### src/rtl/core/mced_pkg.sv
// Shared types and constants for the multi-channel debounce block.
// Used by the interfaces, the configuration registers, the channel cells and the top level.
package mced_pkg;

    // Payload widths fixed by the pin bus
    localparam int unsigned BUS_W   = 8;
    localparam int unsigned INDEX_W = 3;
    localparam int unsigned TICKS_W = 16;
    localparam int unsigned DATA_W  = 32;
    localparam int unsigned ADDR_W  = 4;

    // Register indexes on the configuration port
    typedef enum logic [1:0] {
        REG_DEBOUNCE_TICKS = 2'd0,
        REG_INVERT_MASK    = 2'd1,
        REG_RISING_MASK    = 2'd2,
        REG_FALLING_MASK   = 2'd3
    } mced_reg_t;

    // Register reset values
    localparam logic [TICKS_W-1:0] DEBOUNCE_TICKS_RST = 16'd50;

    // Configuration set handed to the datapath
    typedef struct packed {
        logic [TICKS_W-1:0] debounce_ticks;
        logic [BUS_W-1:0]   invert_mask;
        logic [BUS_W-1:0]   rising_mask;
        logic [BUS_W-1:0]   falling_mask;
    } mced_cfg_t;

    // Priority chain passed from each cell to the next higher channel
    typedef struct packed {
        logic               found;
        logic [INDEX_W-1:0] index;
        logic               value;
    } mced_chain_t;

    // Per-channel status of one tick
    typedef struct packed {
        logic level;
        logic rise;
        logic fall;
    } mced_cell_out_t;

endpackage

### src/rtl/core/mced_if.sv
// Valid/ready channel interfaces for pin-bus samples and event words.
// Depends on mced_pkg for the payload widths.
interface mced_in_if
    import mced_pkg::*;
();
    logic             valid;
    logic             ready;
    logic [BUS_W-1:0] raw_levels;

    modport source (output valid, output raw_levels, input ready);
    modport sink   (input valid, input raw_levels, output ready);
endinterface

interface mced_out_if
    import mced_pkg::*;
();
    logic               valid;
    logic               ready;
    logic [BUS_W-1:0]   levels;
    logic [BUS_W-1:0]   rising_flags;
    logic [BUS_W-1:0]   falling_flags;
    logic               wake;
    logic [INDEX_W-1:0] first_index;
    logic               first_value;

    modport source (output valid, output levels, output rising_flags, output falling_flags,
                    output wake, output first_index, output first_value, input ready);
    modport sink   (input valid, input levels, input rising_flags, input falling_flags,
                    input wake, input first_index, input first_value, output ready);
endinterface

### src/rtl/core/mced_cfg.sv
// APB-style configuration registers of the debounce block.
// Depends on mced_pkg for the register map and the configuration struct.
module mced_cfg
    import mced_pkg::*;
(
    input  logic              clk,
    input  logic              rst_n,
    input  logic              psel,
    input  logic              penable,
    input  logic              pwrite,
    input  logic [ADDR_W-1:0] paddr,
    input  logic [DATA_W-1:0] pwdata,
    output logic [DATA_W-1:0] prdata,
    output logic              pready,
    output mced_cfg_t         cfg
);
    mced_cfg_t cfg_reg;
    mced_cfg_t cfg_next;
    mced_reg_t sel;
    logic      wr_en;

    assign pready = 1'b1;
    assign sel    = mced_reg_t'(paddr[3:2]);
    assign wr_en  = psel && penable && pwrite && pready;

    // Decode the write into the addressed register
    always_comb
    begin
        cfg_next = cfg_reg;
        if (wr_en)
        begin
            case (sel)
                REG_DEBOUNCE_TICKS: cfg_next.debounce_ticks = pwdata[TICKS_W-1:0];
                REG_INVERT_MASK:    cfg_next.invert_mask    = pwdata[BUS_W-1:0];
                REG_RISING_MASK:    cfg_next.rising_mask    = pwdata[BUS_W-1:0];
                REG_FALLING_MASK:   cfg_next.falling_mask   = pwdata[BUS_W-1:0];
                default:            cfg_next = cfg_reg;
            endcase
        end
    end

    // Hold the registers
    always_ff @(posedge clk or negedge rst_n)
    begin
        if (!rst_n)
        begin
            cfg_reg.debounce_ticks <= DEBOUNCE_TICKS_RST;
            cfg_reg.invert_mask    <= '0;
            cfg_reg.rising_mask    <= '0;
            cfg_reg.falling_mask   <= '0;
        end
        else
        begin
            cfg_reg <= cfg_next;
        end
    end

    // Return the addressed register on reads
    always_comb
    begin
        case (sel)
            REG_DEBOUNCE_TICKS: prdata = {{(DATA_W-TICKS_W){1'b0}}, cfg_reg.debounce_ticks};
            REG_INVERT_MASK:    prdata = {{(DATA_W-BUS_W){1'b0}}, cfg_reg.invert_mask};
            REG_RISING_MASK:    prdata = {{(DATA_W-BUS_W){1'b0}}, cfg_reg.rising_mask};
            REG_FALLING_MASK:   prdata = {{(DATA_W-BUS_W){1'b0}}, cfg_reg.falling_mask};
            default:            prdata = '0;
        endcase
    end

    assign cfg = cfg_reg;
endmodule

### src/rtl/core/mced_cell.sv
// One debounce channel: quiet timer, previous raw level and debounced level.
// Passes the lowest-match priority chain on to the next channel. Depends on mced_pkg.
module mced_cell
    import mced_pkg::*;
#(
    parameter int unsigned INDEX        = 0,
    parameter int unsigned COUNTER_BITS = 16
)
(
    input  logic                    clk,
    input  logic                    rst_n,
    input  logic                    advance,
    input  logic                    primed,
    input  logic                    raw,
    input  logic                    invert,
    input  logic                    rise_en,
    input  logic                    fall_en,
    input  logic [COUNTER_BITS-1:0] load,
    input  mced_chain_t             chain_in,
    output mced_chain_t             chain_out,
    output mced_cell_out_t          status
);
    logic [COUNTER_BITS-1:0] count_reg;
    logic [COUNTER_BITS-1:0] count_next;
    logic                    prev_reg;
    logic                    stable_reg;
    logic                    stable_next;
    logic [COUNTER_BITS-1:0] count_dec;
    logic                    sample;
    logic                    rise;
    logic                    fall;
    logic                    match;

    assign sample    = raw ^ invert;
    assign count_dec = count_reg - COUNTER_BITS'(1);

    // Unprimed, copy the sample; else reload on a raw edge, count down, sample at zero
    always_comb
    begin
        count_next  = count_reg;
        stable_next = stable_reg;
        rise        = 1'b0;
        fall        = 1'b0;
        if (!primed)
        begin
            stable_next = sample;
        end
        else if (raw != prev_reg)
        begin
            count_next = load;
        end
        else if (count_reg != '0)
        begin
            count_next = count_dec;
            if (count_dec == '0)
            begin
                stable_next = sample;
                rise        = sample && !stable_reg;
                fall        = !sample && stable_reg;
            end
        end
    end

    // Advance the channel state on each accepted word
    always_ff @(posedge clk or negedge rst_n)
    begin
        if (!rst_n)
        begin
            count_reg  <= '0;
            prev_reg   <= 1'b0;
            stable_reg <= 1'b0;
        end
        else if (advance)
        begin
            count_reg  <= count_next;
            prev_reg   <= raw;
            stable_reg <= stable_next;
        end
    end

    // Claim the chain if no lower channel matched
    assign match = (rise && rise_en) || (fall && fall_en);

    always_comb
    begin
        chain_out = chain_in;
        if (!chain_in.found && match)
        begin
            chain_out.found = 1'b1;
            chain_out.index = INDEX_W'(INDEX);
            chain_out.value = stable_next;
        end
    end

    assign status.level = stable_next;
    assign status.rise  = rise;
    assign status.fall  = fall;
endmodule

### src/rtl/core/multi_channel_debounce_edge_events.sv
// Multi-channel switch debouncer with debounced edge events.
// The event word of an accepted sample word is loaded into the output register in the cycle after it is accepted.
// Throughput: one word per cycle; the cells update in parallel, and a new word enters
// as the previous event word leaves; input stalls only while an event word waits unread.
// Reset (rst_n, asynchronous, active low): timers idle, levels zero, block unprimed,
// configuration registers at their reset values; the event word registers are not reset. No clearing pass.
module multi_channel_debounce_edge_events
    import mced_pkg::*;
#(
    parameter int unsigned CHANNELS     = 8,
    parameter int unsigned COUNTER_BITS = 16
)
(
    input  logic              clk,
    input  logic              rst_n,
    mced_in_if.sink           sample_in,
    mced_out_if.source        event_out,
    input  logic              psel,
    input  logic              penable,
    input  logic              pwrite,
    input  logic [ADDR_W-1:0] paddr,
    input  logic [DATA_W-1:0] pwdata,
    output logic [DATA_W-1:0] prdata,
    output logic              pready
);
    localparam logic [32:0] CNT_MAX_W = (33'd1 << COUNTER_BITS) - 33'd1;
    localparam logic [31:0] CNT_MAX   = CNT_MAX_W[31:0];

    mced_cfg_t               cfg;
    logic                    accept;
    logic                    primed_reg;
    logic                    out_valid_reg;
    logic [31:0]             ticks_ext;
    logic [31:0]             load_ext;
    logic [COUNTER_BITS-1:0] load;
    mced_chain_t             chain [CHANNELS+1];
    mced_cell_out_t          cell_st [CHANNELS];
    logic [BUS_W-1:0]        levels_next;
    logic [BUS_W-1:0]        rise_next;
    logic [BUS_W-1:0]        fall_next;

    logic [BUS_W-1:0]        levels_reg;
    logic [BUS_W-1:0]        rise_reg;
    logic [BUS_W-1:0]        fall_reg;
    logic                    wake_reg;
    logic [INDEX_W-1:0]      index_reg;
    logic                    value_reg;

    mced_cfg u_cfg (
        .clk     (clk),
        .rst_n   (rst_n),
        .psel    (psel),
        .penable (penable),
        .pwrite  (pwrite),
        .paddr   (paddr),
        .pwdata  (pwdata),
        .prdata  (prdata),
        .pready  (pready),
        .cfg     (cfg)
    );

    // Take a word whenever the output register is free or being emptied
    assign sample_in.ready = !out_valid_reg || event_out.ready;
    assign accept          = sample_in.valid && sample_in.ready;

    // Clamp the reload value: zero counts as one, saturate at the counter range
    assign ticks_ext = {{(32-TICKS_W){1'b0}}, cfg.debounce_ticks};
    always_comb
    begin
        if (ticks_ext == 32'd0)
            load_ext = 32'd1;
        else if (ticks_ext > CNT_MAX)
            load_ext = CNT_MAX;
        else
            load_ext = ticks_ext;
    end
    assign load = load_ext[COUNTER_BITS-1:0];

    // Row of channel cells, priority chain from channel 0 upwards
    assign chain[0] = '0;

    for (genvar i = 0; i < CHANNELS; i++)
    begin : g_cell
        mced_cell #(
            .INDEX        (i),
            .COUNTER_BITS (COUNTER_BITS)
        ) u_cell (
            .clk       (clk),
            .rst_n     (rst_n),
            .advance   (accept),
            .primed    (primed_reg),
            .raw       (sample_in.raw_levels[i]),
            .invert    (cfg.invert_mask[i]),
            .rise_en   (cfg.rising_mask[i]),
            .fall_en   (cfg.falling_mask[i]),
            .load      (load),
            .chain_in  (chain[i]),
            .chain_out (chain[i+1]),
            .status    (cell_st[i])
        );
    end

    // Gather the cell status into bus words; unused channels read zero
    always_comb
    begin
        levels_next = '0;
        rise_next   = '0;
        fall_next   = '0;
        for (int i = 0; i < CHANNELS; i++)
        begin
            levels_next[i] = cell_st[i].level;
            rise_next[i]   = cell_st[i].rise;
            fall_next[i]   = cell_st[i].fall;
        end
    end

    // Mark the block primed after the first word
    always_ff @(posedge clk or negedge rst_n)
    begin
        if (!rst_n)
            primed_reg <= 1'b0;
        else if (accept)
            primed_reg <= 1'b1;
    end

    // Output register valid flag
    always_ff @(posedge clk or negedge rst_n)
    begin
        if (!rst_n)
            out_valid_reg <= 1'b0;
        else if (accept)
            out_valid_reg <= 1'b1;
        else if (event_out.ready)
            out_valid_reg <= 1'b0;
    end

    // Load the event word
    always_ff @(posedge clk)
    begin
        if (accept)
        begin
            levels_reg <= levels_next;
            rise_reg   <= rise_next;
            fall_reg   <= fall_next;
            wake_reg   <= chain[CHANNELS].found;
            index_reg  <= chain[CHANNELS].index;
            value_reg  <= chain[CHANNELS].value;
        end
    end

    assign event_out.valid         = out_valid_reg;
    assign event_out.levels        = levels_reg;
    assign event_out.rising_flags  = rise_reg;
    assign event_out.falling_flags = fall_reg;
    assign event_out.wake          = wake_reg;
    assign event_out.first_index   = index_reg;
    assign event_out.first_value   = value_reg;

`ifndef ASSERT_OFF
    // A channel never rises and falls in the same tick
    a_no_double_edge: assert property (@(posedge clk) disable iff (!rst_n)
        out_valid_reg |-> ((rise_reg & fall_reg) == '0))
        else $error("channel flagged both rising and falling");

    // Input stalls only while a finished word waits
    a_stall_cause: assert property (@(posedge clk) disable iff (!rst_n)
        !sample_in.ready |-> (out_valid_reg && !event_out.ready))
        else $error("input stalled with free output register");

    // The reported channel carries an edge and its new level
    a_first_consistent: assert property (@(posedge clk) disable iff (!rst_n)
        (out_valid_reg && wake_reg) |->
            (((rise_reg | fall_reg) >> index_reg) & 8'd1) == 8'd1
            && levels_reg[index_reg] == value_reg)
        else $error("first_index does not name a flagged channel");

    // The priming word raises no flags
    a_prime_quiet: assert property (@(posedge clk) disable iff (!rst_n)
        (accept && !primed_reg) |=> (rise_reg == '0 && fall_reg == '0 && !wake_reg))
        else $error("flags raised on the priming word");
`endif
endmodule
### src/flat_wrapper.sv
// flat-port wrapper written by rule: the top's interface ports become plain ports
module multi_channel_debounce_edge_events_flat import mced_pkg::*;
#(
    parameter int unsigned CHANNELS     = 8,
    parameter int unsigned COUNTER_BITS = 16
)
  (clk, rst_n, psel, penable, pwrite, paddr, pwdata, prdata, pready, sample_in_valid, sample_in_raw_levels, sample_in_ready, event_out_valid, event_out_levels, event_out_rising_flags, event_out_falling_flags, event_out_wake, event_out_first_index, event_out_first_value, event_out_ready);
  mced_in_if sample_in_i ();
  mced_out_if event_out_i ();
  input  logic clk;
  input  logic rst_n;
  input  logic psel;
  input  logic penable;
  input  logic pwrite;
  input  logic [ADDR_W-1:0] paddr;
  input  logic [DATA_W-1:0] pwdata;
  output logic [DATA_W-1:0] prdata;
  output logic pready;
  input wire logic [$bits(sample_in_i.valid)-1:0] sample_in_valid;
  input wire logic [$bits(sample_in_i.raw_levels)-1:0] sample_in_raw_levels;
  output wire logic [$bits(sample_in_i.ready)-1:0] sample_in_ready;
  output wire logic [$bits(event_out_i.valid)-1:0] event_out_valid;
  output wire logic [$bits(event_out_i.levels)-1:0] event_out_levels;
  output wire logic [$bits(event_out_i.rising_flags)-1:0] event_out_rising_flags;
  output wire logic [$bits(event_out_i.falling_flags)-1:0] event_out_falling_flags;
  output wire logic [$bits(event_out_i.wake)-1:0] event_out_wake;
  output wire logic [$bits(event_out_i.first_index)-1:0] event_out_first_index;
  output wire logic [$bits(event_out_i.first_value)-1:0] event_out_first_value;
  input wire logic [$bits(event_out_i.ready)-1:0] event_out_ready;
  assign sample_in_i.valid = sample_in_valid;
  assign sample_in_i.raw_levels = sample_in_raw_levels;
  assign sample_in_ready = sample_in_i.ready;
  assign event_out_valid = event_out_i.valid;
  assign event_out_levels = event_out_i.levels;
  assign event_out_rising_flags = event_out_i.rising_flags;
  assign event_out_falling_flags = event_out_i.falling_flags;
  assign event_out_wake = event_out_i.wake;
  assign event_out_first_index = event_out_i.first_index;
  assign event_out_first_value = event_out_i.first_value;
  assign event_out_i.ready = event_out_ready;
  multi_channel_debounce_edge_events #(.CHANNELS(CHANNELS), .COUNTER_BITS(COUNTER_BITS)) u_core (.clk(clk), .rst_n(rst_n), .sample_in(sample_in_i), .event_out(event_out_i), .psel(psel), .penable(penable), .pwrite(pwrite), .paddr(paddr), .pwdata(pwdata), .prdata(prdata), .pready(pready));
endmodule
### config.mk
export PLATFORM = sky130hd
export DESIGN_NAME = multi_channel_debounce_edge_events_flat
export DESIGN_NICKNAME = d
export VERILOG_FILES = /design/src/rtl/core/mced_pkg.sv /design/src/rtl/core/mced_if.sv /design/src/rtl/core/mced_cfg.sv /design/src/rtl/core/mced_cell.sv /design/src/rtl/core/multi_channel_debounce_edge_events.sv /design/src/flat_wrapper.sv
export SDC_FILE = /design/constraint.sdc
export NUM_CORES = 1
export LEC_CHECK = 0
export BUFFER_PORTS_ARGS = -buffer_cell sky130_fd_sc_hd__buf_2
export CAP_MARGIN = 0
export CORE_UTILIZATION = 40
export CTS_CLUSTER_SIZE = 12
export DETAILED_ROUTE_END_ITERATION = 10
export GPL_TIMING_DRIVEN = 0
export PLACE_DENSITY_LB_ADDON = 0.2
export SETUP_SLACK_MARGIN = 0.1
export SLEW_MARGIN = 5
export SYNTH_ARGS = -nofsm -noshare
export SYNTH_HDL_FRONTEND = slang
export SYNTH_SLANG_ARGS = --single-unit
export TNS_END_PERCENT = 100
### constraint.sdc
create_clock -name clk -period 5.4 [get_ports clk]
set_input_delay 0.27 -clock clk [delete_from_list [all_inputs] [get_ports clk]]
set_output_delay 0.27 -clock clk [all_outputs]
set_load 0.01 [all_outputs]
==> results of run 1 <==
per-layer routing:
| metal | global-route usage [%] | share of wire (%) | wire [um] | vias up |
|---|---|---|---|---|
| met4 | 8.796 | 3.3 | 1493 | 0 |
| met1 | 36.08 | 44 | 19990 | 6421 |
| met2 | 41.16 | 46 | 20860 | 537 |
| met5 | 0 | 0 | 0 | - |
| li1 | - | - | - | 6162 |
| met3 | 2.821 | 6.4 | 2894 | 90 |
cells in the mapped netlist, types with 16 or more instances:
library cell	number	area share [%]
o21ai_1	38	1.4
clkbuf_1	98	2.7
o22ai_1	27	1.2
nand4_1	21	0.96
nand3_1	42	1.5
a22oi_1	26	1.4
or4_1	19	1.0
nor4_1	38	1.7
inv_1	36	0.99
nor2_1	185	5.1
mux2_2	52	4.3
dfrtp_1	183	34
xor2_1	16	1.0
nor3_1	80	2.9
ha_1	19	1.7
nand2_1	136	3.7
edfxtp_1	29	6.4
a21oi_1	152	5.6
buf_4	17	0.94
o21ai_0	129	4.7
xnor2_1	25	1.6
power by group:
part	leakage (nW)	switching [mW]	internal [mW]	total, mW
logic	3.22	1.95	1.13	3.08
registers	2.57	0.587	2.16	2.75
clock network	0.459	0.721	1.20	1.92
total	6.24	3.26	4.49	7.75
per-stage QoR:
step	setup slack (ns)	cell area, um2	std cells
floorplan	2.102	13690	1626
CTS	1.687	15720	2211
global route	1.431	15720	2211
detailed placement	1.695	14700	2155
global placement	0.6879	14640	2153
finish	1.670	15720	2212
final cells by class:
type                            count  area (um2)  share of cell area, %
Clock inverter                     15       201.4                  1.281
Antenna cell                        1       2.502                0.01591
Tap cell                          448       560.5                  3.565
Buffer                            122       540.5                  3.438
Timing Repair Buffer               89       533.0                  3.390
Sequential cell                   215        5529                  35.16
Multi-Input combinational cell   1253        7483                  47.59
Clock buffer                       33       738.2                  4.695
Inverter                           36       135.1                 0.8594
cells by family (layout without fill, tap and decap cells):
kind of cell | Yosys count | count (layout) | synth area share [%]
and+or+nand+nor | 638 | 638 | 23.48
buffers and inverters | 158 | 295 | 4.948
AOI/OAI and AO/OA | 470 | 470 | 20.37
DFF | 215 | 215 | 40.56
muxes | 68 | 68 | 6.205
adders and majority gates | 19 | 19 | 1.744
other | 2 | 18 | 0.05510
xor gates and xnor gates | 41 | 41 | 2.634
cell usage in the layout (no fill, tap or decap), types with 8 or more instances in the layout:
master,netlist,routed
nor4_1,38,38
nor3b_1,15,15
and2_1,9,9
o21ai_0,129,129
clkbuf_16,0,27
buf_4,17,17
xnor2_1,25,25
o22ai_1,27,27
o211ai_1,8,8
conb_1,2,17
a22oi_1,26,26
nor3_1,80,80
and3_1,14,14
edfxtp_1,29,29
nand2b_1,15,15
ha_1,19,19
nand2_1,136,136
nor2b_1,8,8
dfrtp_1,183,183
o21ai_1,38,38
o31ai_1,8,8
mux2i_1,8,8
clkbuf_1,98,99
a21oi_1,152,152
nand3_1,42,42
buf_2,2,80
or3_1,11,11
mux2_2,52,52
nor2_1,185,185
xor2_1,16,16
nand4_1,21,21
nor4b_1,9,9
or4_1,19,19
mux4_2,8,8
dlygate4sd3_1,0,8
inv_1,36,36
how the worst min path moves through the flow:
stage | from | to | cells after the start
final | event_out_ready | u_core.event_out.valid$_DFFE_PN0P_ | 3
after global routing | pwdata[7] | u_core.u_cfg.cfg[7]$_DFFE_PN0P_ | 2
after CTS | event_out_ready | u_core.event_out.valid$_DFFE_PN0P_ | 3
after detailed placement | rst_n | u_core.g_cell[2].u_cell.count_reg[6]$_DFFE_PN0P_ | 1
after global placement | sample_in_valid | u_core.event_out.valid$_DFFE_PN0P_ | 2
after floorplan | rst_n | u_core.event_out.valid$_DFFE_PN0P_ | 0
worst max-delay path, delay by kind of cell (launching register included):
kind	cells	cell delay (ns)
AO/OA/AOI/OAI	2	0.67
XOR/XNOR	1	0.18
adder cells (fa/ha/maj)	1	0.25
buffers and inverters	2	0.55
flip-flops	1	0.44
multiplexers	1	0.61
AND/OR/NAND/NOR	4	0.77
==> impl_metrics.tcl, run 1 <==
set metrics [dict create \
    cp_cell_sequence "inv_1, ha_1, clkbuf_1, xnor2_1, nand4b_1, nor3_1, nand4_1, o31ai_1, mux2i_1, nand2b_1, a22o_1" \
    drc_errors 0 \
    startpoint_type "flop" \
    drv_cap 0 \
    syn_area_um2 13630 \
    slew_viol_final 0 \
    timing.rr.end "u_core.event_out.first_value$_DFFE_PP_" \
    ys.flop_type "dfrtp_1" \
    detail-route-antenna-nets 0 \
    die-area_um2 34820 \
    vias_per_cell 5.972 \
    hold_class "in -> reg" \
    flow.area_growth_from_synthesis_pct 15.36 \
    worstPathRequired_ns 5.68 \
    worst_slew_pin_slew_ns 1.337 \
    path_max_fanout 10 \
    cpMaxStageDelayCell "mux2i_1" \
    die_h_um 186.6 \
    hold_violations 0 \
    hold_ws_ns 0.02298 \
    clk_path_buf_depth 3 \
    vias 13210 \
    r2r-start "u_core.g_cell[5].u_cell.count_reg[1]$_DFFE_PN0P_" \
    cp_data_arrival_time_ns 4.01 \
    fin_skew_ns 0.01293 \
    async_flop_share_pct 86.51 \
    cts_buffers 26 \
    drtIter0Drc 1206 \
    fp.dieW_um 186.6 \
    avgRoutedWirePerCell_um 20.45 \
    fmax_mhz 268.1 \
    p_leak_nw 6.244 \
    peakVddDrop_mv 0.2429 \
    cts_hold_buf 8 \
    grt_overflow_total 0 \
    grt_pass1_vias 12155 \
    largest_reg_flops 128 \
    core_area_um2 33530 \
    power_density_nw_per_um2 492.7 \
    antenna_found_initial 0 \
    wirelength_um 45230 \
    dp_hpwl_um 30780 \
    final_nets 1813 \
    cts_sinks 215 \
    cts_tree "done" \
    endpoint "u_core.event_out.first_value$_DFFE_PP_" \
    reg2reg_depth 11 \
    clkTransAtPathRegs_ns 0.06 \
    place.port_buffers 79 \
    ys_warn_count 0 \
    fillCellCount 3329 \
    grt_max_degree 101 \
    cts_root_buffer "clkbuf_16" \
    avgSynthCellArea_um2 8.461 \
    yosysUniqueCellTypes 81 \
    rsz0062_at_grt "false" \
    drive_gt1_share_pct 12.99 \
    cts_resized 0 \
    num_io_pins 115 \
    grt_pass1_wl_um 70700 \
    grt_usage_pct 25.69 \
    post-route-util_pct 46.89 \
    status "finished clean" \
    rrSetupSlack_ns 1.67 \
    synth.yosys.seq_area_share_pct 40.56 \
    rows 67 \
    initial_core_util_pct 40.65 \
    end_kind "flop" \
    postCtsSetupBuffers 0 \
    setup_viol 0 \
    synthCells 1611 \
    worstSetupStartpoint "u_core.g_cell[5].u_cell.count_reg[1]$_DFFE_PN0P_" \
    cts.htree.levels 1 \
    dr.pass1.iters 6 \
    synth_seq_cells 215 \
    clkLatencyLatePin_ns 0.54 \
    post-route-min-period_ns 3.730 \
    synth_edf_count 29 \
    slowest_delay_ns 0.61 \
    finalCritPeriodShare_pct 69.07 \
    power_mw 7.746 \
    critical_path_class "reg -> reg" \
    fin_tns_setup_ns 0 \
    gp_congestion 0.9299 \
    relSlewSlack_pct 10.86 \
]
No activity file was read; power rests on OpenSTA's default activity.
==> run 2, diff against run 1 <==
Clock period 5.4 ns to 3.74 ns, I/O delays scaled along.
==> impl_metrics.tcl, run 2 (same netlist as run 1, synthesis figures left out) <==
set metrics [dict create \
    status "finished clean" \
    worstPathRequired_ns 4.02 \
    dp_hpwl_um 30780 \
    grt_pass1_vias 12284 \
    relSlewSlack_pct 13.98 \
    cts_tree "done" \
    grt_usage_pct 25.82 \
    cp_cell_sequence "inv_1, ha_4, nor3b_2, and3_1, o2111ai_1, or4_4, or2_4, a2111oi_4, o21ai_0, a22o_1" \
    postCtsSetupBuffers 0 \
    cts_sinks 215 \
    clk_path_buf_depth 3 \
    fillCellCount 3306 \
    wirelength_um 45570 \
    initial_core_util_pct 40.65 \
    cp_data_arrival_time_ns 3.82 \
    rows 67 \
    die-area_um2 34820 \
    cts_buffers 26 \
    die_h_um 186.6 \
    path_max_fanout 8 \
    gp_congestion 0.9299 \
    startpoint_type "flop" \
    flow.area_growth_from_synthesis_pct 17.20 \
    p_int_mw 6.514 \
    dr.pass1.iters 7 \
    setup_viol 0 \
    p_comb_share_pct 40.0 \
    p_sw_share_pct 42.15 \
    grt_max_degree 101 \
    power.net_switching_mw 4.746 \
    vias_per_cell 5.945 \
    final_cell_mix "185 x nor2_1, 182 x dfrtp_1, 152 x a21oi_1, 136 x nand2_1, 129 x o21ai_0" \
    vias 13246 \
    fmax_mhz 282.4 \
    hold_class "in -> reg" \
    p_leak_nw 6.338 \
    num_io_pins 115 \
    largest_reg_flops 128 \
    post-route-min-period_ns 3.541 \
    antenna_found_initial 0 \
    multi_input_area_um2 7564 \
    pwr-share-clk_pct 24.6 \
    detail-route-antenna-nets 0 \
    crit_buf_inv 1 \
    antennaDiodeCount 0 \
    end_kind "flop" \
    slew_viol_final 0 \
    drive_gt1_share_pct 13.54 \
    final_common_cell "nor2_1" \
    hold_violations 0 \
    hold_ws_ns 0.02890 \
    crit_family "simple AND/OR/NAND/NOR gates" \
    place.port_buffers 79 \
    power_density_nw_per_um2 704.9 \
    grt_pass1_wl_um 71130 \
    worst_slew_pin_slew_ns 1.290 \
    finalCritPeriodShare_pct 94.67 \
    slowest_delay_ns 0.57 \
    cts_root_buffer "clkbuf_16" \
    rsz0062_at_grt "true" \
    fp.dieW_um 186.6 \
    avgRoutedWirePerCell_um 20.45 \
    rrSetupSlack_ns 0.20 \
    grt_overflow_total 0 \
    final_nets 1830 \
    clkLatencyLatePin_ns 0.54 \
    p_seq_share_pct 35.3 \
    post-route-util_pct 47.64 \
    drv_cap 0 \
    core_area_um2 33530 \
    drc_errors 0 \
    peakVddDrop_mv 0.3559 \
    drtIter0Drc 1340 \
    cts.htree.levels 1 \
    seq_area_um2 5530 \
    fin_skew_ns 0.01072 \
    critical_path_class "reg -> reg" \
    cpMaxStageDelayCell "or4_4" \
    clkTransAtPathRegs_ns 0.06 \
    power_mw 11.26 \
]
## run 2: cell count changes in the layout (fill, tap and decap cells not counted), moves of 2 or more
cell	before	now
clkbuf_1	99	97
nor4_1	38	34
nor4_2	3	6
dlygate4sd3_1	8	25
clkbuf_2	1	3
## run 2: final timing paths
check                                                                   from                                                end  cells past startpoint
setup reg to reg            u_core.g_cell[4].u_cell.count_reg[0]$_DFFE_PN0P_             u_core.event_out.first_value$_DFFE_PP_                     10
max in group asynchronous                                              rst_n                   u_core.u_cfg.cfg[22]$_DFFE_PN0P_                      3
min in group asynchronous                                              rst_n   u_core.g_cell[2].u_cell.count_reg[6]$_DFFE_PN0P_                      2
setup / recovery            u_core.g_cell[4].u_cell.count_reg[0]$_DFFE_PN0P_             u_core.event_out.first_value$_DFFE_PP_                     10
hold / removal                                       sample_in_raw_levels[2]       u_core.g_cell[2].u_cell.prev_reg$_DFFE_PN0P_                      2
hold reg to reg            u_core.g_cell[5].u_cell.count_reg[12]$_DFFE_PN0P_  u_core.g_cell[5].u_cell.count_reg[12]$_DFFE_PN0P_                      2
## run 2: layout make-up
type / count / share of cell area, %
multi-input cells: 1253 / 47.34
clock buffers: 33 / 4.621
inverters: 36 / 0.8459
flip-flops and latches: 215 / 34.62
plain buffers: 122 / 3.399
clock inverters: 15 / 1.261
well taps: 448 / 3.509
repair buffers: 106 / 4.402
## run 2: layer usage
| metal | wire [um] | vias up | GRT usage [%] |
|---|---|---|---|
| met4 | 1605 | 0 | 8.953 |
| met3 | 2816 | 88 | 2.784 |
| met2 | 20880 | 524 | 41.48 |
| met1 | 20270 | 6445 | 36.16 |
| li1 | - | 6189 | - |
| met5 | 0 | - | 0 |
## run 2: power by group through the flow
stage / logic [mW] / registers, mW / clock network (mW)
2_1_floorplan: 3.18 / 3.75 / 0
3_3_place_gp: 4.29 / 3.95 / 0
3_5_place_dp: 4.36 / 3.96 / 0
4_1_cts: 4.41 / 3.93 / 2.82
5_1_grt: 4.97 / 4.09 / 2.90
6_report: 4.51 / 3.98 / 2.77
## run 2: timing repair
item / 4_1_cts / 5_1_grt
resized for setup: 4 / 15
pin swaps: 0 / 1
gates cloned: 0 / 0
setup endpoints to repair: 1 / 15
endpoints found under the hold margin: 133 / 0
hold buffers: 25 / 0
## run 2: through the flow
stage	cell area [um2]	TNS [ns]	std cells	worst slack [ns]
finish	15980	0	2228	0.1992
global route	15980	0	2228	0.02649
CTS	15910	0	2228	0.1349
detailed placement	14700	0	2155	0.03538
global placement	14640	-159.04	2153	-0.8891
floorplan	13690	0	1626	0.4420
==> run 3, diff against run 2 <==
--- a/config.mk
+++ b/config.mk
@@ -8,4 +8,5 @@
 export BUFFER_PORTS_ARGS = -buffer_cell sky130_fd_sc_hd__buf_2
 export CAP_MARGIN = 0
+export CORE_MARGIN = 3
 export CORE_UTILIZATION = 40
 export CTS_CLUSTER_SIZE = 12
==> constraint.sdc (replaced) <==
create_clock -name clk -period 3.74 [get_ports clk]
set_input_delay 0.561 -clock clk [delete_from_list [all_inputs] [get_ports clk]]
set_output_delay 0.561 -clock clk [all_outputs]
set_load 0.01 [all_outputs]
==> impl_metrics.tcl, run 3 (same netlist as run 1, synthesis figures left out) <==
set metrics [dict create \
    status "finished with violations" \
    violations "negative hold slack" \
    setup_viol 0 \
    dp_hpwl_um 30700 \
    cts_buffers 26 \
    cts_tree "done" \
    post-route-min-period_ns 3.556 \
    fmax_mhz 281.2 \
    cp_cell_sequence "clkbuf_1, or4_1, nor3_1, nand2_1, nand4_1, nor2_1, a2111oi_4, o21ai_0, a22o_1" \
    cts_root_buffer "clkbuf_16" \
    worstPathRequired_ns 4.03 \
    postCtsSetupBuffers 0 \
    hold_violations 9 \
    rows 66 \
    avgRoutedWirePerCell_um 20.50 \
    gp_congestion 0.9431 \
    place.port_buffers 79 \
    power_density_nw_per_um2 704.7 \
    antennaDiodeCount 0 \
    wirelength_um 45030 \
    clkTransAtPathRegs_ns 0.06 \
    end_kind "flop" \
    rsz0062_at_grt "false" \
    worst_slew_pin_slew_ns 1.214 \
    grt_pass1_vias 12078 \
    antenna_found_initial 1 \
    largest_reg_flops 128 \
    crit_family "simple AND/OR/NAND/NOR gates" \
    cts_hold_buf 0 \
    peakVddDrop_mv 0.3640 \
    reg2reg_depth 9 \
    fillCellCount 3236 \
    final_common_cell "nor2_1" \
    drive_gt1_share_pct 13.85 \
    dr.pass1.iters 6 \
    relSlewSlack_pct 19.06 \
    final_cell_mix "185 x nor2_1, 181 x dfrtp_1, 152 x a21oi_1, 136 x nand2_1, 129 x o21ai_0" \
    fin_skew_ns 0.02077 \
    final_nets 1805 \
    fp.dieW_um 190.6 \
    core_area_um2 33030 \
    vias 13174 \
    startpoint_type "flop" \
    slowest_delay_ns 0.63 \
    post-route-util_pct 47.50 \
    crit_buf_inv 1 \
    drc_errors 0 \
    drtIter0Drc 1052 \
    vias_per_cell 5.996 \
    flow.area_growth_from_synthesis_pct 15.11 \
    die_h_um 190.6 \
    clkLatencyLatePin_ns 0.55 \
    die-area_um2 36330 \
    critical_path_depth 9 \
    clk_path_buf_depth 3 \
    finalCritPeriodShare_pct 95.09 \
    cts_sinks 215 \
    hold_ws_ns -0.01975 \
    initial_core_util_pct 41.27 \
    grt_usage_pct 24.16 \
    grt_overflow_total 0 \
    drv_cap 0 \
    cts.htree.levels 1 \
    critical_path_class "reg -> reg" \
    path_max_fanout 9 \
    hold_class "in -> async" \
    slew_viol_final 0 \
    detail-route-antenna-nets 0 \
    grt_max_degree 109 \
    power_mw 11.06 \
    cp_data_arrival_time_ns 3.85 \
    grt_pass1_wl_um 69400 \
    cpMaxStageDelayCell "or4_1" \
    num_io_pins 115 \
    p_leak_nw 6.214 \
]
-- run 3: changes by cell type in the layout (fill, tap and decap cells not counted), sizes merged --
cell and delta:
dlygate4sd3 -25, clkbuf +5, bufinv -3, clkinv -2
-- run 3: final timing paths --
path	from	end	slack, ns
max in group asynchronous	rst_n	u_core.g_cell[4].u_cell.count_reg[1]$_DFFE_PN0P_	2.80
hold / removal	rst_n	u_core.g_cell[2].u_cell.count_reg[6]$_DFFE_PN0P_	-0.02
setup / recovery	u_core.g_cell[5].u_cell.count_reg[4]$_DFFE_PN0P_	u_core.event_out.first_value$_DFFE_PP_	0.18
hold reg to reg	u_core.g_cell[5].u_cell.count_reg[12]$_DFFE_PN0P_	u_core.g_cell[5].u_cell.count_reg[12]$_DFFE_PN0P_	0.51
min in group clk	sample_in_valid	u_core.event_out.valid$_DFFE_PN0P_	0.22
setup reg to reg	u_core.g_cell[5].u_cell.count_reg[4]$_DFFE_PN0P_	u_core.event_out.first_value$_DFFE_PP_	0.18
-- run 3: layout make-up --
cell class | count | area [um2] | area share, %
Buffer | 122 | 543.0 | 3.461
Clock buffer | 38 | 765.7 | 4.880
Clock inverter | 10 | 116.4 | 0.7416
Inverter | 36 | 135.1 | 0.8612
Multi-Input combinational cell | 1253 | 7585 | 48.34
Sequential cell | 215 | 5532 | 35.26
Tap cell | 442 | 553.0 | 3.525
Timing Repair Buffer | 81 | 460.4 | 2.935
-- run 3: worst reg2reg max path: cells and delay by family, from the launching register on --
family / cells / cell delay (ns)
compound gates: 3 / 0.84
buf+inv: 1 / 0.19
simple gates: 5 / 1.93
flops: 1 / 0.35
-- run 3: what timing repair did --
action	in CTS	in global routing
hold endpoints to repair	0	0
pin swaps	0	2
endpoints found under the setup margin	1	14
resized for setup	2	21
-- run 3: routing by layer --
layer	share of wire (%)	vias up	GRT usage, %	wire length, um
met4	2.9	2	7.338	1328
met5	0.029	-	0	13
met1	43	6446	33.51	19370
li1	-	6143	-	-
met3	7.7	82	4.320	3486
met2	46	501	38.68	20830
-- run 3: through the flow --
step	setup TNS (ns)	setup WS [ns]	area [um2]	std cells	hold slack, ns
after floorplan	0	0.4420	13690	1626	0.2654
after global placement	-230.35	-1.255	14640	2147	0.4981
after detailed placement	0	0.04110	14700	2149	0.4953
after CTS	0	0.1003	15590	2197	0.02019
after global routing	0	0.08525	15690	2197	0.05748
final	0	0.1838	15690	2197	-0.01975
-- run 3: report_power, final --
| part | total, mW | internal, mW | switching [mW] |
|---|---|---|---|
| Clock | 2.61 | 1.56 | 1.05 |
| Sequential | 3.99 | 3.12 | 0.866 |
| Combinational | 4.46 | 1.65 | 2.81 |
